<file path="config.mk">
export PLATFORM = sky130hd
export DESIGN_NAME = bbt_ram
export DESIGN_NICKNAME = d
export VERILOG_FILES = /design/src/hw/rtl/bbt_ram.sv
export SDC_FILE = /design/constraint.sdc
export NUM_CORES = 2
export LEC_CHECK = 0
export BUFFER_PORTS_ARGS = -buffer_cell sky130_fd_sc_hd__buf_2
export CAP_MARGIN = 5
export CORE_UTILIZATION = 56
export DETAILED_ROUTE_END_ITERATION = 10
export PLACE_DENSITY = 0.86
export SYNTH_ARGS = -nofsm -noshare
export SYNTH_HDL_FRONTEND = slang
export SYNTH_SLANG_ARGS = --single-unit
export TNS_END_PERCENT = 5
</file>
<file path="constraint.sdc">
create_clock -name clk -period 14.55 [get_ports clk]
set_input_delay 2.91 -clock clk [delete_from_list [all_inputs] [get_ports clk]]
set_output_delay 2.91 -clock clk [all_outputs]
set_load 0.01 [all_outputs]
</file>
<file path="src/hw/rtl/bbt_ram.sv">
// ----------------------------------------------------------------------------
// Table memory
// One write port and one read port with registered read data.
// ----------------------------------------------------------------------------
`timescale 1ns / 1ps

module bbt_ram #(
	parameter int DEPTH = 16,
	parameter int WIDTH = 160,
	localparam int AW = (DEPTH > 1) ? $clog2(DEPTH) : 1
) (
	input  logic             clk,
	input  logic             we,
	input  logic [AW-1:0]    waddr,
	input  logic [WIDTH-1:0] wdata,
	input  logic             re,
	input  logic [AW-1:0]    raddr,
	output logic [WIDTH-1:0] rdata
);

	logic [WIDTH-1:0] mem [DEPTH];

	// Write port.
	always_ff @(posedge clk) begin
		if (we) begin
			mem[waddr] <= wdata;
		end
	end

	// Registered read port.
	always_ff @(posedge clk) begin
		if (re) begin
			rdata <= mem[raddr];
		end
	end

endmodule

</file>
---- Word-level counts from Yosys, hierarchy flattened ----
Memories as Yosys holds them, arrays and structs flattened. A register that Yosys moved wholly into a read port is not among the register bits.
Cells that the tools add are included.
storage, ports and cells
  register bits after elaboration ......... 0
  logic and storage cells ................. 3
  input port bits ......................... 171
  output and inout bits ................... 160
  bits in writable memories ............... 2560
  memories kept ........................... 1
memory list
  name  depth  bits a word  read ports  clocked after memory_dff  wr ports  line  source
  mem   16     160          1           1                         1         21    logic [WIDTH-1:0] mem [DEPTH];
cells by class
  muxes and demuxes ....................... 2
operators with widths
  operator          count
  2-to-1 mux 1 bit  2

---- Logic depth before layout (Yosys ltp) ----
  word-level depth ........................ 2
  mapped depth ............................ 7
  depth with buffers taken out ............ 3

---- Worst setup path after synthesis ----
Ideal clock, no wire load.
  path type ............................... input to register
  from .................................... input port waddr[2]
  to ...................................... memory mem[0][0] (enable)
  setup time .............................. 0.878 ns
  setup slack ............................. -0.536 ns
  required time ........................... 13.672 ns
  arrival ................................. 14.208 ns
  path buffers ............................ 0
  cell stages on the path ................. 2
  cells stage by stage .................... or3b_2 > nor3_1
RTL lines
  element      line  source
  from (decl)  14    input logic [AW-1:0] waddr,
  to (decl)    21
Straight into the memory's write port.

==> impl_metrics.tcl <==
set metrics [dict create \
    htreeDepth 5 \
    die_w_um 426 \
    drv_slew 0 \
    relSlewSlack_pct 14.6 \
    finalCritPeriodShare_pct 42.4 \
    end_kind "flip-flop" \
    antenna_found_initial 68 \
    rsz0062_at_grt "no" \
    power.density_nw_per_um2 145 \
    hpwl_um 116000 \
    grt_max_degree 157 \
    grt_usage_pct 28.1 \
    syn2layout_area_growth_pct 13.0 \
    layout-drive-gt1-share_pct 30.1 \
    power_leakage_nw 36.2 \
    synth_area_um2 101000 \
    critical_path_class "input pin to flip-flop" \
    critical_path.max_fanout 87 \
    worst_pin_slew_ns 1.28 \
    post_cts_buffers 0 \
    async_reset_ff_share_pct 0 \
    fp.dieH_um 426 \
    ys_ff_latch 2720 \
    irDropWorstVdd_mv 0.0920 \
    synth-edff-count 2720 \
    synthCells 4191 \
    dr.pass1.iters 6 \
    grt_pass1_vias 51158 \
    final_util_pct 63.8 \
    postLayoutCellArea_um2 114000 \
    core-area_um2 179000 \
    post-route-drc-count 0 \
    yosysSeqAreaShare_pct 80.9 \
    wl_per_cell_um 35.2 \
    crit_arrival_ns 6.81 \
    final_cell_mix "2720 x edfxtp_1, 595 x mux4_2, 325 x buf_2" \
    syn_area_per_cell_um2 24.1 \
    cts_tree "built" \
    critPathRequiredTime_ns 15.19 \
    cp-start-kind "input pin" \
    hp-class "flip-flop to flip-flop" \
    insertion_delay_ns 0.94 \
    clock-sinks 2720 \
    totalWireLength_um 255000 \
    dr.first_iter.drc_count 6774 \
    antenna_left 0 \
    synth_top_flop_cell "edfxtp_1" \
    fmax_ghz 0.162 \
    io_pins 331 \
    start_util_pct 56.5 \
    fin_crit_ns 6.17 \
    status "complete, no violations" \
    root_buffer "clkbuf_16" \
    rows 155 \
    place_area_um2 105000 \
    final_common_cell "edfxtp_1" \
    syn_nets 4362 \
    ys_warn_count 0 \
    numPortBuffers 330 \
    vias_per_cell 6.74 \
    maxCapViolCount 0 \
    cts_resized 0 \
    via_count 48827 \
    setup_viol_count_final 0 \
    holdWs_ns 0.722 \
    fillCellCount 10699 \
    grt.overflow.total 0 \
    finClkSkew_ns 0.0507 \
    cts_buffer_depth 4 \
    ys_types 26 \
    cts.clk_slew.worst_paths_ns 0.06 \
    final_hold_viol_count 0 \
    die-area_um2 182000 \
    routabilityCongestion 0.747 \
    grt_pass1_wl_um 360000 \
    hold_buffers 0 \
    numCtsBuffers 276 \
    nets 4824 \
]
-- layer usage --
metal,track usage (%),vias up,wire length (µm)
met5,0,-,173
met4,16.4,28,15000
met3,5.48,727,25000
met2,46.9,3596,129000
met1,34.5,25500,85000
li1,-,18976,-
-- power breakdown --
| group | switching, mW | total, mW | internal (mW) |
|---|---|---|---|
| clock | 2.87 | 6.82 | 3.95 |
| sequential | 0.0739 | 8.90 | 8.83 |
| combinational | 0.484 | 0.781 | 0.297 |
-- final timing paths --
kind / from / to / slack, ns / cells past startpoint
max: raddr[0] / rdata[85] / 8.38 / 6
min: mem[6][103] / rdata[103] / 0.72 / 3
max reg2reg: mem[11][85] / rdata[85] / 12.79 / 3
min reg2reg: mem[6][103] / rdata[103] / 0.72 / 3
-- synthesized netlist by cell type, types with 14 or more instances --
library cell  number  area [µm²]
a221oi_1          17         149
a22oi_1          266        2000
buf_2            104         521
buf_4             27         203
clkbuf_1          80         300
edfxtp_1        2720       81700
mux2_2            81         912
mux2i_1           35         350
mux4_2           595       13400
nand2_1          117         439
nand2b_1          21         131
nor2_1            14        52.6
nor2b_1           34         213
o21ai_0           17        85.1
o221ai_1          28         245
-- flip-flops by register name (all words and copies together), names as in the netlist --
register,cells
rdata,160
mem,2560
-- cells by family after synthesis --
group                  count (synthesis)  synth area share, %
AOI/OAI and AO/OA                    339                 2.54
buffers and inverters                222                 1.07
DFF                                 2720                 80.9
and+or+nand+nor                      199                0.908
muxes                                711                 14.5
-- critical path, cell delays in order --
cell     delay, ns
buf_8         0.65
buf_4         0.91
buf_4         0.97
mux4_2        0.71
a22oi_1       0.27
nand2_1       0.09
-- layout make-up --
| cell class | count | area, µm² | area share [%] |
|---|---|---|---|
| Sequential cell | 2720 | 81700 | 71.7 |
| Multi-Input combinational cell | 1249 | 18300 | 16.0 |
| Clock buffer | 344 | 7370 | 6.47 |
| Tap cell | 2355 | 2950 | 2.59 |
| Timing Repair Buffer | 406 | 2480 | 2.17 |
| Clock inverter | 115 | 1090 | 0.954 |
| Antenna cell | 51 | 128 | 0.112 |
-- metrics by stage --
| stage | setup TNS, ns | power, mW | setup slack, ns | cells |
|---|---|---|---|---|
| 6_report | 0 | 16.5 | 8.38 | 7240 |
| 3_3_place_gp | 0 | 9.78 | 7.75 | 6730 |
| 4_1_cts | 0 | 16.6 | 8.44 | 7189 |
| 2_1_floorplan | -123.11 | 9.49 | -0.256 | 4191 |
| 5_1_grt | 0 | 16.9 | 8.15 | 7228 |
| 3_5_place_dp | 0 | 9.82 | 7.64 | 6730 |
Note: power is estimated with default switching activity, not from simulation.
