**src/hw/rtl/bbt_pkg.sv**
```systemverilog
// ----------------------------------------------------------------------------
// Backoff blacklist table package
// Shared widths, operation and status codes, and the expiry test.
// ----------------------------------------------------------------------------
`timescale 1ns / 1ps

package bbt_pkg;

	localparam int ADDR_W    = 48;
	localparam int TIME_W    = 56;
	localparam int ENTRY_W   = ADDR_W + 2 * TIME_W;
	localparam int IN_DATA_W = ADDR_W + 3 * TIME_W;
	localparam int OUT_DATA_W = 72;
	localparam int CFG_IDX_W = 2;

	localparam int LIST_DEPTH_DEF       = 16;
	localparam int HISTORY_DEPTH_DEF    = 32;
	localparam int PENALTY_MULTIPLE_DEF = 2;

	typedef enum logic [1:0] {
		MODE_ADD    = 2'd0,
		MODE_LOOKUP = 2'd1,
		MODE_WASH   = 2'd2,
		MODE_CLEAR  = 2'd3
	} mode_t;

	typedef enum logic [1:0] {
		STAT_OK        = 2'd0,
		STAT_HIST_FULL = 2'd1,
		STAT_LIST_FULL = 2'd2
	} status_t;

	typedef enum logic [CFG_IDX_W-1:0] {
		CFG_SURVIVAL_CAP   = 2'd0,
		CFG_PENALTY_PERIOD = 2'd1,
		CFG_HIST_OVERDUE   = 2'd2
	} cfg_idx_t;

	// An entry has run out when now is not before its stamp and the age
	// has reached the limit.
	function automatic logic run_out(input logic [TIME_W-1:0] now,
		input logic [TIME_W-1:0] stamp, input logic [TIME_W-1:0] limit);
		logic [TIME_W:0] age;
		age = {1'b0, now} - {1'b0, stamp};
		return !age[TIME_W] && (age[TIME_W-1:0] >= limit);
	endfunction

endpackage

```
**src/hw/rtl/bbt_seq.sv**
```systemverilog
// ----------------------------------------------------------------------------
// Backoff blacklist sequencer
// Scans both tables one entry a cycle through a shared compare unit, then,
// for an add, works out the granted survival and writes the tables.
// ----------------------------------------------------------------------------
`timescale 1ns / 1ps

module bbt_seq #(
	parameter int LIST_DEPTH       = bbt_pkg::LIST_DEPTH_DEF,
	parameter int HISTORY_DEPTH    = bbt_pkg::HISTORY_DEPTH_DEF,
	parameter int PENALTY_MULTIPLE = bbt_pkg::PENALTY_MULTIPLE_DEF,
	localparam int LIW = (LIST_DEPTH > 1) ? $clog2(LIST_DEPTH) : 1,
	localparam int HIW = (HISTORY_DEPTH > 1) ? $clog2(HISTORY_DEPTH) : 1
) (
	input  logic                             clk,
	input  logic                             arst_n,
	input  logic                             cfg_we,
	input  logic [bbt_pkg::CFG_IDX_W-1:0]    cfg_index,
	input  logic [bbt_pkg::TIME_W-1:0]       cfg_data,
	input  logic                             s_tvalid,
	output logic                             s_tready,
	input  logic [bbt_pkg::IN_DATA_W-1:0]    s_tdata,
	input  logic [1:0]                       s_tuser,
	output logic                             m_tvalid,
	input  logic                             m_tready,
	output logic [bbt_pkg::OUT_DATA_W-1:0]   m_tdata,
	output logic                             h_we,
	output logic [HIW-1:0]                   h_waddr,
	output logic [bbt_pkg::ENTRY_W-1:0]      h_wdata,
	output logic                             h_re,
	output logic [HIW-1:0]                   h_raddr,
	input  logic [bbt_pkg::ENTRY_W-1:0]      h_rdata,
	output logic                             l_we,
	output logic [LIW-1:0]                   l_waddr,
	output logic [bbt_pkg::ENTRY_W-1:0]      l_wdata,
	output logic                             l_re,
	output logic [LIW-1:0]                   l_raddr,
	input  logic [bbt_pkg::ENTRY_W-1:0]      l_rdata
);

	localparam int AW     = bbt_pkg::ADDR_W;
	localparam int TW     = bbt_pkg::TIME_W;
	localparam int SCAN_N = (LIST_DEPTH > HISTORY_DEPTH) ? LIST_DEPTH : HISTORY_DEPTH;
	localparam int CW     = $clog2(SCAN_N + 1);
	localparam int LCW    = $clog2(LIST_DEPTH + 1);
	localparam int RCW    = $clog2(SCAN_N + 1);
	localparam int PW     = TW + 5;

	typedef enum logic [5:0] {
		ST_IDLE  = 6'b000001,
		ST_SCAN  = 6'b000010,
		ST_MUL   = 6'b000100,
		ST_GRANT = 6'b001000,
		ST_WRITE = 6'b010000,
		ST_DONE  = 6'b100000
	} state_t;

	state_t state_q;

	logic [TW-1:0] cap_q, period_q, overdue_q;
	bbt_pkg::mode_t mode_q;
	logic [AW-1:0] addr_q;
	logic [TW-1:0] svc_q, req_q, now_q;

	logic [CW-1:0] idx_q;
	logic          ev_vld_s1;
	logic [CW-1:0] ev_idx_s1;

	logic [HISTORY_DEPTH-1:0] hvalid_q;
	logic [LIST_DEPTH-1:0]    lvalid_q;
	logic [LCW-1:0]           list_cnt_q;
	logic [RCW-1:0]           removed_q;

	logic           hit_q, hfree_q, lfree_q, listed_q, penal_q;
	logic [HIW-1:0] hit_idx_q, hfree_idx_q;
	logic [LIW-1:0] lfree_idx_q;
	logic [TW-1:0]  old_q, prod_q, grant_q, granted_q;
	bbt_pkg::status_t status_q;

	logic                            m_tvalid_q;
	logic [bbt_pkg::OUT_DATA_W-1:0]  m_data_q;

	// Fields of the entries coming back from the memories.
	logic [AW-1:0] h_addr_rd, l_addr_rd;
	logic [TW-1:0] h_surv_rd, h_stamp_rd, l_surv_rd, l_stamp_rd;
	assign h_addr_rd  = h_rdata[2*TW +: AW];
	assign h_surv_rd  = h_rdata[TW +: TW];
	assign h_stamp_rd = h_rdata[0 +: TW];
	assign l_addr_rd  = l_rdata[2*TW +: AW];
	assign l_surv_rd  = l_rdata[TW +: TW];
	assign l_stamp_rd = l_rdata[0 +: TW];

	// Entry under evaluation in each table.
	logic           ev_h_ok, ev_l_ok, hv_ev, lv_ev;
	logic [HIW-1:0] hidx_ev;
	logic [LIW-1:0] lidx_ev;
	assign hidx_ev = ev_idx_s1[HIW-1:0];
	assign lidx_ev = ev_idx_s1[LIW-1:0];
	assign ev_h_ok = ev_vld_s1 && (ev_idx_s1 < CW'(HISTORY_DEPTH));
	assign ev_l_ok = ev_vld_s1 && (ev_idx_s1 < CW'(LIST_DEPTH));
	assign hv_ev   = ev_h_ok && hvalid_q[hidx_ev];
	assign lv_ev   = ev_l_ok && lvalid_q[lidx_ev];

	// Shared compare unit: one expiry test per cycle.
	logic run_out_ev;
	always_comb begin
		if (mode_q == bbt_pkg::MODE_WASH) begin
			run_out_ev = bbt_pkg::run_out(now_q, l_stamp_rd, l_surv_rd);
		end else begin
			run_out_ev = bbt_pkg::run_out(now_q, h_stamp_rd, overdue_q);
		end
	end

	// Scaled old survival at full width; ST_MUL saturates it to the time width.
	logic [PW-1:0] prod_full;
	assign prod_full = PW'(old_q) * PW'(PENALTY_MULTIPLE);

	// Penalty value limited by the cap.
	logic [TW-1:0] capped;
	assign capped = (prod_q > cap_q) ? cap_q : prod_q;

	// Read side of the scan.
	assign h_re    = (state_q == ST_SCAN) && (idx_q < CW'(HISTORY_DEPTH));
	assign h_raddr = idx_q[HIW-1:0];
	assign l_re    = (state_q == ST_SCAN) && (idx_q < CW'(LIST_DEPTH));
	assign l_raddr = idx_q[LIW-1:0];

	// Write side of an add.
	assign h_we    = (state_q == ST_WRITE) && (hit_q || hfree_q);
	assign h_waddr = hit_q ? hit_idx_q : hfree_idx_q;
	assign h_wdata = {addr_q, grant_q, now_q};
	assign l_we    = (state_q == ST_WRITE) && (hit_q || hfree_q) && lfree_q;
	assign l_waddr = lfree_idx_q;
	assign l_wdata = {addr_q, grant_q, now_q};

	assign s_tready = (state_q == ST_IDLE);
	assign m_tvalid = m_tvalid_q;
	assign m_tdata  = m_data_q;

	// Configuration registers.
	always_ff @(posedge clk or negedge arst_n) begin
		if (!arst_n) begin
			cap_q     <= '0;
			period_q  <= '0;
			overdue_q <= '0;
		end else if (cfg_we) begin
			case (cfg_index)
				bbt_pkg::CFG_SURVIVAL_CAP:   cap_q     <= cfg_data;
				bbt_pkg::CFG_PENALTY_PERIOD: period_q  <= cfg_data;
				bbt_pkg::CFG_HIST_OVERDUE:   overdue_q <= cfg_data;
				default: ;
			endcase
		end
	end

	// Captured item fields.
	always_ff @(posedge clk) begin
		if (s_tvalid && s_tready) begin
			mode_q <= bbt_pkg::mode_t'(s_tuser);
			addr_q <= s_tdata[0 +: AW];
			svc_q  <= s_tdata[AW +: TW];
			req_q  <= s_tdata[AW+TW +: TW];
			now_q  <= s_tdata[AW+2*TW +: TW];
		end
	end

	// Sequencer, scan results and table valid bits.
	always_ff @(posedge clk or negedge arst_n) begin
		if (!arst_n) begin
			state_q     <= ST_IDLE;
			idx_q       <= '0;
			ev_vld_s1   <= 1'b0;
			ev_idx_s1   <= '0;
			hvalid_q    <= '0;
			lvalid_q    <= '0;
			list_cnt_q  <= '0;
			removed_q   <= '0;
			hit_q       <= 1'b0;
			hfree_q     <= 1'b0;
			lfree_q     <= 1'b0;
			listed_q    <= 1'b0;
			penal_q     <= 1'b0;
			hit_idx_q   <= '0;
			hfree_idx_q <= '0;
			lfree_idx_q <= '0;
			old_q       <= '0;
			prod_q      <= '0;
			grant_q     <= '0;
			granted_q   <= '0;
			status_q    <= bbt_pkg::STAT_OK;
			m_tvalid_q  <= 1'b0;
			m_data_q    <= '0;
		end else begin
			if (m_tvalid_q && m_tready) begin
				m_tvalid_q <= 1'b0;
			end
			case (state_q)
				ST_IDLE: begin
					if (s_tvalid) begin
						idx_q     <= '0;
						ev_vld_s1 <= 1'b0;
						removed_q <= '0;
						hit_q     <= 1'b0;
						hfree_q   <= 1'b0;
						lfree_q   <= 1'b0;
						listed_q  <= 1'b0;
						granted_q <= '0;
						status_q  <= bbt_pkg::STAT_OK;
						state_q   <= ST_SCAN;
					end
				end
				ST_SCAN: begin
					// Issue the next address while the previous entry is judged.
					ev_vld_s1 <= (idx_q < CW'(SCAN_N));
					ev_idx_s1 <= idx_q;
					if (idx_q < CW'(SCAN_N)) begin
						idx_q <= idx_q + CW'(1);
					end
					case (mode_q)
						bbt_pkg::MODE_ADD: begin
							if (hv_ev && !hit_q && (h_addr_rd == addr_q)) begin
								hit_q     <= 1'b1;
								hit_idx_q <= hidx_ev;
								old_q     <= h_surv_rd;
							end
							if (ev_h_ok && !hvalid_q[hidx_ev] && !hfree_q) begin
								hfree_q     <= 1'b1;
								hfree_idx_q <= hidx_ev;
							end
							if (ev_l_ok && !lvalid_q[lidx_ev] && !lfree_q) begin
								lfree_q     <= 1'b1;
								lfree_idx_q <= lidx_ev;
							end
						end
						bbt_pkg::MODE_LOOKUP: begin
							if (lv_ev && (l_addr_rd == addr_q)) begin
								listed_q <= 1'b1;
							end
						end
						bbt_pkg::MODE_WASH: begin
							if (lv_ev && run_out_ev) begin
								lvalid_q[lidx_ev] <= 1'b0;
								list_cnt_q        <= list_cnt_q - LCW'(1);
								removed_q         <= removed_q + RCW'(1);
							end
						end
						bbt_pkg::MODE_CLEAR: begin
							if (hv_ev && run_out_ev) begin
								hvalid_q[hidx_ev] <= 1'b0;
								removed_q         <= removed_q + RCW'(1);
							end
						end
						default: ;
					endcase
					if ((idx_q == CW'(SCAN_N)) && !ev_vld_s1) begin
						state_q <= (mode_q == bbt_pkg::MODE_ADD) ? ST_MUL : ST_DONE;
					end
				end
				ST_MUL: begin
					prod_q  <= (|prod_full[PW-1:TW]) ? '1 : prod_full[TW-1:0];
					penal_q <= hit_q && (svc_q < period_q) && (old_q < cap_q);
					state_q <= ST_GRANT;
				end
				ST_GRANT: begin
					grant_q <= (penal_q && (capped > req_q)) ? capped : req_q;
					state_q <= ST_WRITE;
				end
				ST_WRITE: begin
					if (!hit_q && !hfree_q) begin
						status_q <= bbt_pkg::STAT_HIST_FULL;
					end else begin
						if (!hit_q) begin
							hvalid_q[hfree_idx_q] <= 1'b1;
						end
						if (!lfree_q) begin
							status_q <= bbt_pkg::STAT_LIST_FULL;
						end else begin
							lvalid_q[lfree_idx_q] <= 1'b1;
							list_cnt_q            <= list_cnt_q + LCW'(1);
							granted_q             <= grant_q;
						end
					end
					state_q <= ST_DONE;
				end
				ST_DONE: begin
					// Hand the result to the output register once it is free.
					if (!m_tvalid_q || m_tready) begin
						m_tvalid_q <= 1'b1;
						m_data_q   <= {2'b00, status_q, 6'(removed_q), 5'(list_cnt_q),
							listed_q, granted_q};
						state_q    <= ST_IDLE;
					end
				end
				default: state_q <= ST_IDLE;
			endcase
		end
	end

endmodule
```
**config.mk**
```make
export PLATFORM = sky130hd
export DESIGN_NAME = bbt_seq
export DESIGN_NICKNAME = d
export VERILOG_FILES = /design/src/hw/rtl/bbt_pkg.sv /design/src/hw/rtl/bbt_seq.sv
export SDC_FILE = /design/constraint.sdc
export NUM_CORES = 2
export LEC_CHECK = 0
export ABC_AREA = 1
export BUFFER_PORTS_ARGS = -buffer_cell sky130_fd_sc_hd__buf_4
export CORE_AREA = 4 4 392 394
export CTS_CLUSTER_DIAMETER = 150
export DETAILED_ROUTE_END_ITERATION = 16
export DIE_AREA = 0 0 396 398
export SLEW_MARGIN = 15
export SYNTH_ARGS = -nofsm -noshare
export SYNTH_HDL_FRONTEND = slang
export SYNTH_SLANG_ARGS = --single-unit
```
**constraint.sdc**
```tcl
create_clock -name clk -period 15.9 [get_ports clk]
set_clock_uncertainty 0.05 [all_clocks]
set_input_delay 1.59 -clock clk [delete_from_list [all_inputs] [get_ports clk]]
set_output_delay 1.59 -clock clk [all_outputs]
set_load 0.05 [all_outputs]
```
# After elaboration in Yosys (flattened, before gate mapping)
# Cells that the tools add are included.
# op_classes
n_addsub	6
n_lt_le_gt_ge	18
n_eq_ne	35
muxes	69
bitwise	6
reduce_logical	65
# ops
op	n
56-bit two-way mux	6
32-bit two-way mux	4
56-bit by 56-bit subtractor with 57-bit output	2
56-bit >= comparator	2
56-bit greater-than comparator	2
56-bit < comparator	2
56-bit case mux with 2 select lines	1
48-bit equality test	2
16-bit two-way mux	4
32-bit case mux with 2 select lines	1
6-bit two-way mux	8
6-bit case mux with 2 select lines	3
6-bit case mux with 6 select lines	1
32-bit AND	1
32-bit NOT	1
32-bit bitwise OR	1
16-bit case mux with 2 select lines	1
1-bit logical AND	30
5-bit two-way mux	5
2-bit by 1-bit inequality test with 1-bit output, second input constant	11
4-bit AND reduction	5
1-bit two-way mux	19
3-bit AND reduction	6
16-bit AND	1
other kinds (36)	80
# totals
register_bits	780
inputBits	601
output_inout_bits	416

# Depth between registers and ports, before layout
# logic_depth
depth_word	9
mapped_depth	34
depth_no_buf	32

# Least setup slack after synthesis
# OpenSTA, ideal clock, no wires.
# synth_timing
kind	input -> register
start	input s_tvalid
end	register removed_q[0]
setup_time_ps	118
arrival_ps	12644
required_ps	15732
slack_ps	3088
stages	7
path_buffers	0
path_cell_list	inv_1 nor2_1 nor2_1 a21oi_1 nand3_1 nand2_1 nand2_1
# synth_between
elab_chain_cells	2
# synth_rtl
element	line	rtl
from (decl)	bbt_seq.sv:20	input logic s_tvalid,
2-bit inequality test (no source line)	n/a	
5-bit AND reduction (no source line)	n/a	
to (signal assigned)	bbt_seq.sv:244	removed_q <= removed_q + RCW'(1);
to (signal assigned)	bbt_seq.sv:250	removed_q <= removed_q + RCW'(1);
to (decl)	bbt_seq.sv:72	logic [RCW-1:0] removed_q;
# Every way passes these cells.
# A chain may end at the register's enable or synchronous reset.

# Final worst setup path
# layout_timing
start	input l_rdata[2] (netlist name)
end	register hvalid_q[24]
# layout_between
elab_chain_cells	7
word_cells_on_any_way	8
classes_between	add/sub (1); order compare (1); eq/ne (1); mux (1); reduce/logical (4)
# layout_rtl
element	line	rtl
from (decl)	bbt_seq.sv:38	input logic [bbt_pkg::ENTRY_W-1:0] l_rdata
56-bit by 56-bit subtractor with 57-bit output (*)	bbt_pkg.sv:44	age = {1'b0, now} - {1'b0, stamp};
56-bit >= comparator / 1-bit zero test (equally long branches)	bbt_pkg.sv:45	return !age[TIME_W] && (age[TIME_W-1:0] >= limit);
1-bit logical AND (*)	bbt_pkg.sv:45	
1-bit two-way mux (*)	bbt_seq.sv:107	if (mode_q == bbt_pkg::MODE_WASH) begin
1-bit logical AND (*)	bbt_seq.sv:248	if (hv_ev && run_out_ev) begin
2-bit by 1-bit inequality test with 1-bit output (no source line) (*)	n/a	
5-bit AND reduction (no source line) (*)	n/a	
to (signal assigned)	bbt_seq.sv:174	hvalid_q <= '0;
to (signal, indexed assignment)	bbt_seq.sv:249	hvalid_q[hidx_ev] <= 1'b0;
to (signal, indexed assignment)	bbt_seq.sv:273	hvalid_q[hfree_idx_q] <= 1'b1;
to (decl)	bbt_seq.sv:69	logic [HISTORY_DEPTH-1:0] hvalid_q;
# Every way passes the cells marked *; elsewhere a longest branch is shown, timed or not.

==> flow_metrics.tcl <==
set metrics [dict create \
    status "completed" \
    top_level_ports 1017 \
    placed_cell_area_sq_um 57700 \
    hold-worst-slack_ns 0.417 \
    ys_flop_type "dfrtp_1" \
    synth_sequential_area_ratio_pct 41.9 \
    insertion_delay_ns 0.74 \
    worstHoldPathType "reg2reg" \
    cpLargestDelayFamily "simple AND/OR/NAND/NOR gates" \
    yosys.area_share.xor_xnor_pct 2.55 \
    cap_viol_max_count 0 \
    finalNonFillerCells 9138 \
    postSynthCellCount 6219 \
    antenna_violating_nets_left 0 \
    worst-path-max-fanout 42 \
    post-route-min-period_ns 6.89 \
    worst_r2r_endpoint "hvalid_q[24]" \
    synth.avg_cell_area_sq_um 7.91 \
    footprint_of_the_multi_input_gates_sq_um 23100 \
    synth_mux_area_share_pct 0.137 \
    max-clock-path-buffers 3 \
    worst_pin_slew_ns 1.04 \
    placementRows 142 \
    portBuffers 1014 \
    main_combinational_cell_family_by_area_after_synthesis "simple AND/OR/NAND/NOR gates" \
    crit_buf_inv 3 \
    layout-drive-gt1-share_pct 17.6 \
    critical_path.startpoint_type "primary input" \
    slew_violations 0 \
    layout.cells.most_common_list "nand2_1, buf_4, inv_1, o21ai_0, dfrtp_1" \
    async_flop_share_pct 72.1 \
    cts.htree.levels 3 \
    final.setup.tns_ns 0 \
    crit_path_max_incr_delay_ns 0.65 \
    synth_edf_count 218 \
    ys_seq_elements 780 \
    pin_count_of_the_biggest_net_entering_global_routing 144 \
    post_synth_instance_area_sq_um 49200 \
    grt_pass1_vias 44846 \
    post_cts_setup_repair_bufs 0 \
    fp.dieArea_sq_um 158000 \
    timing.max_slew.rel_slack_pct 30.8 \
    r2r-start "now_q[2]" \
    final_core_utilization_pct 40.7 \
    drt_wl_total_microns 209000 \
    tritoncts "built" \
    wl_met1_microns 90500 \
    route.met2.wl_microns 97000 \
    finalWeightedCongestion 0.964 \
    vias_per_cell 4.98 \
    reg2reg_depth 27 \
    layout_worst_path_cycle_share_pct 43.3 \
    power_density_nw_per_um2 85.0 \
    via_count 45549 \
    max_clock_freq_mhz 145 \
    drt_iter0_markers 3269 \
    p_leak_nw 31.4 \
    fillcell_total 15353 \
    core_area_sq_um 150000 \
    setup_violations 0 \
    dominant_cell_type_by_count_on_the_critical_path "nand2_1" \
    arrival_ns 7.47 \
    maximum_vdd_ir_drop_mv 0.0829 \
    dpl.cell_count 8940 \
    grt_pass1_wl_microns 299000 \
    timing.hold.worst.start "old_q[42]" \
    finalPower_mw 5.18 \
    startpoint "l_rdata[2]" \
    number_of_antenna_violations_at_the_first_check_in_global_routing 41 \
    synthDistinctLibCells 57 \
    r2r_setup_slack_ns 9.42 \
    die_w_microns 396 \
    wl_met3_microns 14100 \
    timing.hold.worst_path_depth 2 \
    top_layer_used "met5" \
    synthesis.yosys.warnings 0 \
    layout_setup_ws_ns 9.01 \
    final_design_area_no_fill_sq_um 61000 \
    cp_num_cells 29 \
    synthSimpleGateAreaFrac_pct 18.6 \
    rsz_0062_raised_after_global_routing "no" \
    synth-compound-area-share_pct 13.9 \
    route.detailed.drc 0 \
    postCtsHoldBufs 0 \
    cts-resized-gates 0 \
    critPathKind "in2reg" \
    cts_root_buffer "clkbuf_16" \
    nNetsFinal 8078 \
    dpl_worst_slack_ns 8.23 \
    first_pass_iters 6 \
    kind_of_end_point_of_the_critical_path "register" \
    layout.cells.most_common "nand2_1" \
    initial_core_util_pct 32.8 \
    detailedPlacementHpwl_microns 169000 \
    hold_viol_final 0 \
    slowest_stage "a21boi_0" \
    routedWlPerCell_microns 22.8 \
    clk_transition_reported_paths_ns 0.06 \
    cts-buffers-inserted 95 \
    synth_to_final_area_change_pct 24.0 \
    grt_overflow 0 \
    dieHeight_microns 398 \
    grt.total_usage_pct 25.5 \
    synthAdderAreaFrac_pct 11.6 \
    timing.critical_path.required_ns 16.48 \
    clock_sink_count 780 \
    seqCellArea_sq_um 20600 \
    hold_end "prod_q[43]" \
]
## cell families after synthesis
kind of cell / after synthesis
mux: 6
xor+xnor: 143
flops: 780
other cells: 1
simple gates: 2269
buf+inv: 1286
fa+ha+maj: 455
compound gates: 1279
## worst min-delay path, cell delays in order, from the launching register on
cell and delay [ns]:
dfrtp_1 0.37, o21ai_0 0.08, nand2_1 0.06
## layer usage
layer | vias up | global-route usage (%)
li1 | 21844 | -
met5 | - | 0
met4 | 18 | 8.40
met3 | 309 | 4.75
met1 | 21756 | 34.1
met2 | 1622 | 41.6
## report_power, final
| part | internal [mW] | total, mW | leakage (nW) | switching (mW) |
|---|---|---|---|---|
| combinational | 0.301 | 0.733 | 20.9 | 0.432 |
| sequential | 2.13 | 2.19 | 8.93 | 0.0575 |
| clock | 1.27 | 2.26 | 1.54 | 0.992 |
| total | 3.70 | 5.18 | 31.4 | 1.48 |
## worst max-delay path by stage
| stage | end | slack [ns] |
|---|---|---|
| after floorplan | removed_q[0] | 3.09 |
| after global placement | hvalid_q[16] | 8.39 |
| after detailed placement | hvalid_q[25] | 8.23 |
| after CTS | hvalid_q[25] | 9.05 |
| after global routing | hvalid_q[4] | 8.42 |
| final | hvalid_q[24] | 9.01 |
## registers in the layout, indices dropped and copies added, names as in the netlist, 4 cells and up
signal       cells
m_tdata         70
cap_q           56
grant_q         56
granted_q       56
now_q           56
old_q           56
overdue_q       56
period_q        56
prod_q          56
req_q           56
svc_q           56
addr_q          48
hvalid_q        32
lvalid_q        16
ev_idx_s1        6
idx_q            6
removed_q        6
state_q          6
hfree_idx_q      5
hit_idx_q        5
list_cnt_q       5
l_waddr          4
## cell type report
class	instances	share of cell area [%]
multi-input cells	4154	37.9
flip-flops and latches	780	33.8
repair buffers	1046	12.9
inverters	945	5.82
clock buffers	125	4.35
well taps	2016	4.13
clock inverters	55	0.972
diodes	17	0.0697
## Yosys cell counts (3+ instances only)
cell	instances	area [sq um]
edfxtp_1	218	6550
inv_1	938	3520
or2_2	4	25.0
mux2_2	6	67.6
and3_1	4	25.0
o2111ai_1	6	52.6
nand4_1	58	363
nand2_1	1581	5930
o21ai_0	685	3430
inv_2	6	22.5
o221ai_1	8	70.1
nor3b_1	3	22.5
a21boi_0	9	67.6
a211oi_1	11	82.6
a31o_2	3	26.3
a31oi_1	34	213
o211ai_1	12	90.1
nor4_1	26	163
a21oi_1	371	1860
nand2_2	4	25.0
ha_1	452	5660
fa_1	3	60.1
o21a_1	11	82.6
o21ai_1	35	175
xnor2_1	57	499
and2_1	3	18.8
clkbuf_1	125	469
buf_1	11	41.3
buf_4	185	1390
a21o_1	24	180
xor2_1	86	753
dfrtp_1	561	14000
nand3_1	236	1180
nor2_1	309	1160
buf_2	20	100
o22ai_1	41	257
o21bai_1	9	67.6
a221oi_1	9	78.8
nor3_1	32	160
(Power assumes the default switching activity.)
